===== config.mk =====
export PLATFORM = sky130hd
export DESIGN_NAME = btt_scale
export DESIGN_NICKNAME = d
export VERILOG_FILES = /design/src/rtl/btt_pkg.sv /design/src/rtl/btt_scale.sv
export SDC_FILE = /design/constraint.sdc
export NUM_CORES = 1
export LEC_CHECK = 0
export ABC_AREA = 1
export CORE_MARGIN = 2
export CORE_UTILIZATION = 40
export DETAILED_ROUTE_END_ITERATION = 6
export DONT_BUFFER_PORTS = 1
export PLACE_DENSITY_LB_ADDON = 0.2
export SLEW_MARGIN = 10
export SYNTH_ARGS = -nofsm -noshare
export SYNTH_HDL_FRONTEND = slang
export SYNTH_SLANG_ARGS = --single-unit

===== constraint.sdc =====
create_clock -name vclk -period 10.21
set_input_delay 0.5105 -clock vclk [all_inputs]
set_output_delay 0.5105 -clock vclk [all_outputs]
set_load 0.02 [all_outputs]

===== src/rtl/btt_pkg.sv =====
package btt_pkg;

   // field widths of the pen and the result beat
   localparam int ANGLE_W = 16;
   localparam int POS_W   = 24;
   localparam int LEN_W   = 24;
   localparam int SINE_W  = 16;
   localparam int DEPTH_W = 6;
   localparam int SYM_W   = 8;

   // configuration register indexes
   localparam logic [2:0] REG_TURN_ANGLE = 3'd0;
   localparam logic [2:0] REG_STEP_LEN_X = 3'd1;
   localparam logic [2:0] REG_STEP_LEN_Y = 3'd2;
   localparam logic [2:0] REG_DRAW_SET_0 = 3'd3;
   localparam logic [2:0] REG_DRAW_SET_1 = 3'd4;
   localparam logic [2:0] REG_DRAW_SET_2 = 3'd5;
   localparam logic [2:0] REG_DRAW_SET_3 = 3'd6;

   // control symbols of the word
   localparam logic [SYM_W-1:0] SYM_PLUS     = 8'h2B;
   localparam logic [SYM_W-1:0] SYM_MINUS    = 8'h2D;
   localparam logic [SYM_W-1:0] SYM_LBRACKET = 8'h5B;
   localparam logic [SYM_W-1:0] SYM_RBRACKET = 8'h5D;

   // pen position at the start of a word: 0.5 in Q8.16
   localparam logic signed [POS_W-1:0] PEN_HALF = 24'sh008000;

   // largest and smallest signed 24-bit position
   localparam logic signed [POS_W-1:0] POS_MAX = 24'sh7FFFFF;
   localparam logic signed [POS_W-1:0] POS_MIN = 24'sh800000;

   typedef enum logic [1:0] {
      KIND_SEGMENT   = 2'd0,
      KIND_POP_EMPTY = 2'd1,
      KIND_PUSH_FULL = 2'd2
   } kind_type;

   typedef struct packed {
      logic [ANGLE_W-1:0]       heading;
      logic signed [POS_W-1:0]  pen_x;
      logic signed [POS_W-1:0]  pen_y;
   } pen_type;

endpackage


===== src/rtl/btt_scale.sv =====
module btt_scale import btt_pkg::*; (
   input  logic signed [SINE_W-1:0] sine,
   input  logic [LEN_W-1:0]         step_len,
   output logic signed [POS_W-1:0]  delta
);

   logic                      neg;
   logic [SINE_W-1:0]         mag;
   logic [SINE_W+LEN_W-1:0]   prod;
   logic [SINE_W+LEN_W-1:0]   rounded;
   logic [POS_W-1:0]          rmag;

   // scale the magnitude, round half away from zero to Q8.16
   always_comb begin
      neg     = sine[SINE_W-1];
      mag     = neg ? SINE_W'(-sine) : SINE_W'(sine);
      prod    = (SINE_W+LEN_W)'(mag) * (SINE_W+LEN_W)'(step_len);
      rounded = (prod + (SINE_W+LEN_W)'(1 << 14)) >> 15;
      rmag    = rounded[POS_W-1:0];
   end

   // restore the sign and saturate to signed 24 bits
   always_comb begin
      if (!neg) begin
         delta = (rmag > POS_W'(POS_MAX)) ? POS_MAX : signed'(rmag);
      end else begin
         delta = (rmag > POS_W'(24'h800000)) ? POS_MIN : signed'(POS_W'(-rmag));
      end
   end

endmodule

==> results of run 1 <==
cell usage after synthesis (5+ instances only):
master,count
buf_6,5
ha_1,126
nand4_1,19
nand3b_1,6
a21oi_1,39
xor2_1,23
nand3_2,11
clkbuf_1,55
nand2_2,29
nor2_4,7
nor2_1,197
o21ai_2,5
nand2_1,530
o21ai_1,9
nor2_2,10
nand2_4,9
nand3_1,44
nor3_1,12
xnor2_1,6
o21ai_0,43
fa_1,305
inv_1,553
worst max-delay path: cells and delay by family:
family / cells / cell delay (ns)
simple gates: 15 / 2.36
compound gates: 2 / 0.53
buf+inv: 11 / 1.19
fa+ha+maj: 9 / 3.65
xor+xnor: 2 / 0.51
how the worst max path moves through the flow:
stage | from | endpoint
floorplan | sine[0] | delta[2]
global placement | sine[1] | delta[21]
detailed placement | sine[1] | delta[5]
CTS | sine[1] | delta[5]
global route | sine[0] | delta[5]
finish | sine[1] | delta[5]
metal layers:
| layer | wire (um) | up-vias |
|---|---|---|
| met5 | 0 | - |
| met4 | 1340 | 0 |
| met3 | 3360 | 69 |
| met2 | 20900 | 488 |
| met1 | 20100 | 6146 |
| li1 | - | 5949 |
stage by stage:
stage                     instance area [sq um]  hold WS, ns
after floorplan                           14800         1.44
after global placement                    15400         1.17
after detailed placement                  15400         1.17
after CTS                                 15400         1.17
after global routing                      15400         1.19
final                                     15400         1.17
cell families after synthesis:
kind of cell | after synthesis | share of synthesized area
buf+inv | 622 | 0.161
fa+ha+maj | 431 | 0.518
compound gates | 114 | 0.0442
xor+xnor | 30 | 0.0182
simple gates | 887 | 0.259
area by class of cell:
cell class | instances | area share
inverter | 559 | 0.137
multi-input combinational | 1462 | 0.813
tap | 468 | 0.0381
timing repair buffer | 25 | 0.0122
==> results.txt, run 1 <==
outcome: finished clean
fin util: 0.421
nets: 2519
largest net degree at the start of global routing: 26
area leader, netlist: fa_1
GRT Residual Overflow: 0
std cell rows: 70
Least-Margin Pin Slew: 0.923 ns
endpoint class of the critical path: output pin
maxcap violations: 0
via density per instance: 5.03
via count of the routed design: 12700
Yosys warning count: 0
Seq/Total Area, Yosys: 0
grt met3 use: 0.0370
post-route insts no fill: 2514
busiest layer in global routing: met2
fillers: 3868
synth top area cells: fa_1 (41%), inv_1 (14%), nand2_1 (13%)
Yosys top cell area share: 0.412
die width: 197 um
first-pass GRT wire length: 74500 um
Netlist cell types: 47
drt pass-1 iters: 5
slowest stage delay, CP: 0.56 ns
CP max FO: 17
FF+latch count: 0
share of cells above drive strength 1: 0.0577
placed cells: 2514
setup total negative slack: 0 ns
multi-input logic area: 0.0125 sq mm
hold path startpoint: sine[15]
DRC errors left: 0
Routed Antenna Nets: 0
Critical Path Most Common Cell: inv_1
number of global-route vias before repair: 13600
most frequent cells in the layout: inv_1 (553), nand2_1 (530), fa_1 (305), nor2_1 (197), ha_1 (126)
# hold bufs at CTS: 0
RD Place Congestion: 0.909
unrepaired setup endpoints after global routing: no
io pins: 64
WHS Endpoint: delta[23]
Final Hold Viols: 0
max frequency: 107 MHz
Mapped Area: 0.0148 sq mm
Hold/Removal Path Class: in -> out
starting density of the core: 0.406
Slew Viols, Final: 0
GRT Util Overall: 0.248
antenna violations before repair: 0
Crit-path slowest cell: fa_1
headroom to the max-slew limit: 0.385
GR Util met1: 0.341
Critical Path RT: 9.70 ns
Register Area: 0 sq um
most common cell after layout, fill and taps aside: inv_1
clkbuf count: 0
dpl ws: 0.995 ns
PostCTS Resize Cnt: 0
final wirelength: 45700 um
Post-CTS Setup Repair Bufs: 0
Die Ht: 197 um
hpwl dp: 38700 um
crit share post-route: 0.912
Avg Inst Size Synth: 7.12 sq um
die area: 0.0386 sq mm
final setup fails: 0
synthesis-to-layout area growth: 3.62%
crit start category: primary input
Wirelength per Cell: 18.2 um
cells after synthesis: 2084
IO Port Bufs: 0
WP data arrival: 8.80 ns
core area: 0.0365 sq mm
fin worst setup slack: 0.903 ns
met2 Use GR: 0.411
crit path kind: in -> out
Synth Net Count: 2555
DRT iter0 DRCs: 817
diodes inserted: 0
fin crit period: 9.31 ns
hold depth: 2
Power of run 1 is not shown: default switching activity piles up to over one toggle a cycle in this logic, so the estimate is an artifact.
==> inputs of run 2 (changes only) <==
--- a/config.mk
+++ b/config.mk
@@ -10,8 +10,10 @@
 export CORE_UTILIZATION = 40
 export DETAILED_ROUTE_END_ITERATION = 6
 export DONT_BUFFER_PORTS = 1
+export MAX_ROUTING_LAYER = met4
 export PLACE_DENSITY_LB_ADDON = 0.2
 export SLEW_MARGIN = 10
 export SYNTH_ARGS = -nofsm -noshare
 export SYNTH_HDL_FRONTEND = slang
 export SYNTH_SLANG_ARGS = --single-unit
+export TNS_END_PERCENT = 30
==> results.txt, run 2 (same netlist as run 1, synthesis figures left out) <==
outcome: finished clean (unchanged)
placed cells: 2514 (unchanged)
FF+latch count: 0 (unchanged)
Die Ht: 197 um (unchanged)
Hold/Removal Path Class: in -> out (unchanged)
die area: 0.0386 sq mm (unchanged)
max frequency: 105 MHz (was 107 MHz)
via density per instance: 5.05 (was 5.03)
via count of the routed design: 12700 (about the same)
Final Hold Viols: 0 (unchanged)
nets: 2519 (unchanged)
crit start category: primary input (unchanged)
share of cells above drive strength 1: 0.0577 (unchanged)
GRT Util Overall: 0.254 (was 0.248)
die width: 197 um (unchanged)
Routed Antenna Nets: 0 (unchanged)
std cell rows: 70 (unchanged)
Slew Viols, Final: 0 (unchanged)
fin worst setup slack: 0.660 ns (was 0.903 ns)
slowest stage delay, CP: 0.64 ns (was 0.56 ns)
hpwl dp: 38600 um (was 38700 um)
CP Buf/Inv Count: 11 (unchanged)
headroom to the max-slew limit: 0.345 (was 0.385)
WP data arrival: 9.04 ns (was 8.80 ns)
Post-CTS Setup Repair Bufs: 0 (unchanged)
antenna violations before repair: 0 (unchanged)
IO Port Bufs: 0 (unchanged)
Crit-path slowest cell: inv_1 (was fa_1)
core area: 0.0365 sq mm (unchanged)
CP max FO: 25 (was 17)
number of global-route vias before repair: 13600 (about the same)
starting density of the core: 0.406 (unchanged)
largest net degree at the start of global routing: 26 (unchanged)
clkbuf count: 0 (unchanged)
most common cell after layout, fill and taps aside: inv_1 (unchanged)
crit path kind: in -> out (unchanged)
Wirelength per Cell: 18.0 um (was 18.2 um)
diodes inserted: 0 (unchanged)
fin crit period: 9.55 ns (was 9.31 ns)
io pins: 64 (unchanged)
DRT iter0 DRCs: 1019 (was 817)
RD Place Congestion: 0.916 (was 0.909)
Critical Path Most Common Cell: inv_1 (unchanged)
fillers: 3831 (was 3868)
final wirelength: 45200 um (was 45700 um)
final setup fails: 0 (unchanged)
dpl ws: 0.758 ns (was 0.995 ns)
PostCTS Resize Cnt: 0 (unchanged)
synthesis-to-layout area growth: 3.62% (unchanged)
# hold bufs at CTS: 0 (unchanged)
setup total negative slack: 0 ns (unchanged)
endpoint class of the critical path: output pin (unchanged)
drt pass-1 iters: 6 (was 5)
maxcap violations: 0 (unchanged)
Least-Margin Pin Slew: 0.982 ns (was 0.923 ns)
unrepaired setup endpoints after global routing: no (unchanged)
delay-heaviest family, CP: adder cells (unchanged)
GRT Residual Overflow: 0 (unchanged)
post-route insts no fill: 2514 (unchanged)
most frequent cells in the layout: inv_1 (553), nand2_1 (530), fa_1 (305), nor2_1 (197), ha_1 (126) (unchanged)
Critical Path RT: 9.70 ns (about the same)
crit share post-route: 0.935 (was 0.912)
Register Area: 0 sq um (unchanged)
multi-input logic area: 0.0125 sq mm (unchanged)
DRC errors left: 0 (unchanged)
first-pass GRT wire length: 74200 um (was 74500 um)
==> run 2: cell counts in the layout (fill, tap and decap cells not counted) <==
No cell type changed its count.
==> run 2: per-stage QoR <==
step	area (sq um)	hold slack, ns	util
floorplan	14800	1.44	-
global placement	15400	1.17	0.421
detailed placement	15400	1.16	0.421
CTS	15400	1.17	0.421
global route	15400	1.18	0.421
finish	15400	1.17	0.421
==> run 2: metal layers <==
layer,wire length [um],up-vias,global-route usage,part of all wire
li1,-,5941,-,-
met1,20000,6222,0.344,0.44
met2,20800,455,0.412,0.46
met3,3160,67,0.0310,0.070
met4,1180,0,0.0558,0.026
met5,0,-,-,0
==> run 2: final timing paths <==
check	start	end	slack [ns]	cells past startpoint
max	sine[0]	delta[5]	0.66	39
min	sine[15]	delta[23]	1.17	2
==> run 2: layout make-up <==
cell class / instances / share of cell area
Inverter: 559 / 0.137
Multi-Input combinational cell: 1462 / 0.813
Tap cell: 468 / 0.0381
Timing Repair Buffer: 25 / 0.0122
Power of run 2 is left out for the same reason.
==> inputs of run 3 (changes only) <==
--- a/config.mk
+++ b/config.mk
@@ -7,7 +7,7 @@
 export LEC_CHECK = 0
 export ABC_AREA = 1
 export CORE_MARGIN = 2
-export CORE_UTILIZATION = 40
+export CORE_UTILIZATION = 60
 export DETAILED_ROUTE_END_ITERATION = 6
 export DONT_BUFFER_PORTS = 1
 export MAX_ROUTING_LAYER = met4
==> results.txt, run 3 (same netlist as run 1, synthesis figures left out) <==
endpoint class of the critical path: output pin (unchanged)
die width: 161 um (was 197 um)
crit share post-route: 0.927 (was 0.935)
crit path kind: in -> out (unchanged)
Routed Antenna Nets: 0 (unchanged)
headroom to the max-slew limit: 0.267 (was 0.345)
Least-Margin Pin Slew: 1.10 ns (was 0.982 ns)
nets: 2506 (was 2519)
DP Area: 0.0151 sq mm (was 0.0154 sq mm)
Final Hold Viols: 0 (unchanged)
final setup fails: 0 (unchanged)
maxcap violations: 0 (unchanged)
# hold bufs at CTS: 0 (unchanged)
Critical Path RT: 9.70 ns (about the same)
Hold/Removal Path Class: in -> out (unchanged)
std cell rows: 57 (was 70)
final instance area: 0.0151 sq mm (was 0.0154 sq mm)
die area: 0.0260 sq mm (was 0.0386 sq mm)
io pins: 64 (unchanged)
met2 Use GR: 0.549 (was 0.412)
largest net degree at the start of global routing: 32 (was 26)
outcome: finished clean (unchanged)
unrepaired setup endpoints after global routing: no (unchanged)
fin crit period: 9.47 ns (was 9.55 ns)
clkbuf count: 0 (unchanged)
most frequent cells in the layout: inv_1 (553), nand2_1 (530), fa_1 (305), nor2_1 (197), ha_1 (126) (unchanged)
GR Util met1: 0.467 (was 0.344)
CP max FO: 25 (unchanged)
Setup crit start: sine[0] (unchanged)
hpwl dp: 36100 um (was 38600 um)
starting density of the core: 0.610 (was 0.406)
drt pass-1 iters: 5 (was 6)
Register Area: 0 sq um (unchanged)
antenna violations before repair: 0 (unchanged)
hold path startpoint: sine[15] (unchanged)
first-pass GRT wire length: 68400 um (was 74200 um)
Min Hold Slack: 1.16 ns (was 1.17 ns)
Wirelength per Cell: 17.8 um (was 18.0 um)
grt met3 use: 0.0678 (was 0.0310)
RD Place Congestion: 1.05 (was 0.916)
Slew Viols, Final: 0 (unchanged)
Post-CTS Setup Repair Bufs: 0 (unchanged)
most common cell after layout, fill and taps aside: inv_1 (unchanged)
share of cells above drive strength 1: 0.0516 (was 0.0577)
WP data arrival: 8.96 ns (was 9.04 ns)
Crit-path slowest cell: fa_1 (was inv_1)
PostCTS Resize Cnt: 0 (unchanged)
DRT iter0 DRCs: 1243 (was 1019)
busiest layer in global routing: met2 (unchanged)
setup total negative slack: 0 ns (unchanged)
GRT Residual Overflow: 0 (unchanged)
slowest stage delay, CP: 0.63 ns (was 0.64 ns)
GRT Util Overall: 0.346 (was 0.254)
synthesis-to-layout area growth: 1.76% (was 3.62%)
core area: 0.0243 sq mm (was 0.0365 sq mm)
IO Port Bufs: 0 (unchanged)
via count of the routed design: 12800 (was 12700)
final wirelength: 42000 um (was 45200 um)
max frequency: 106 MHz (was 105 MHz)
via density per instance: 5.44 (was 5.05)
FF+latch count: 0 (unchanged)
Die Ht: 161 um (was 197 um)
DRC errors left: 0 (unchanged)
number of global-route vias before repair: 12800 (was 13600)
crit start category: primary input (unchanged)
==> run 3: cell types whose count changed in the layout (fill, tap and decap cells not counted) <==
cell	before	now
buf_4	25	12
diode_2	0	1
==> run 3: layout make-up <==
| type | count | area, sq um |
|---|---|---|
| timing repair buffer | 12 | 90.1 |
| tap | 324 | 405 |
| inverter | 559 | 2100 |
| antenna | 1 | 2.50 |
| fill | 2345 | 9230 |
| multi-input combinational | 1462 | 12500 |
==> run 3: metrics by stage <==
step / utilization / std cells / setup slack (ns)
CTS: 0.621 / 2357 / 0.872
finish: 0.621 / 2358 / 0.744
global route: 0.621 / 2357 / 0.182
global placement: 0.621 / 2357 / 1.11
detailed placement: 0.621 / 2357 / 0.908
floorplan: - / 2084 / 1.60
==> run 3: final timing paths <==
check	endpoint	slack (ns)	cells after the start
worst max-delay path	delta[5]	0.74	33
worst min-delay path	delta[23]	1.16	2
==> run 3: routing by layer <==
metal	part of all wire	up-vias
met3	0.11	84
met4	0.028	0
li1	-	5913
met2	0.47	613
met5	0	-
met1	0.40	6224
==> run 3: critical path: cells and delay by family <==
family                     cells  cell delay (ns)
AOI/OAI and AO/OA              2             0.86
xor gates and xnor gates       2             0.55
adders and majority gates      8             3.74
buffers and inverters          8             1.37
and+or+nand+nor               13             1.92
Power of run 3 is left out for the same reason.
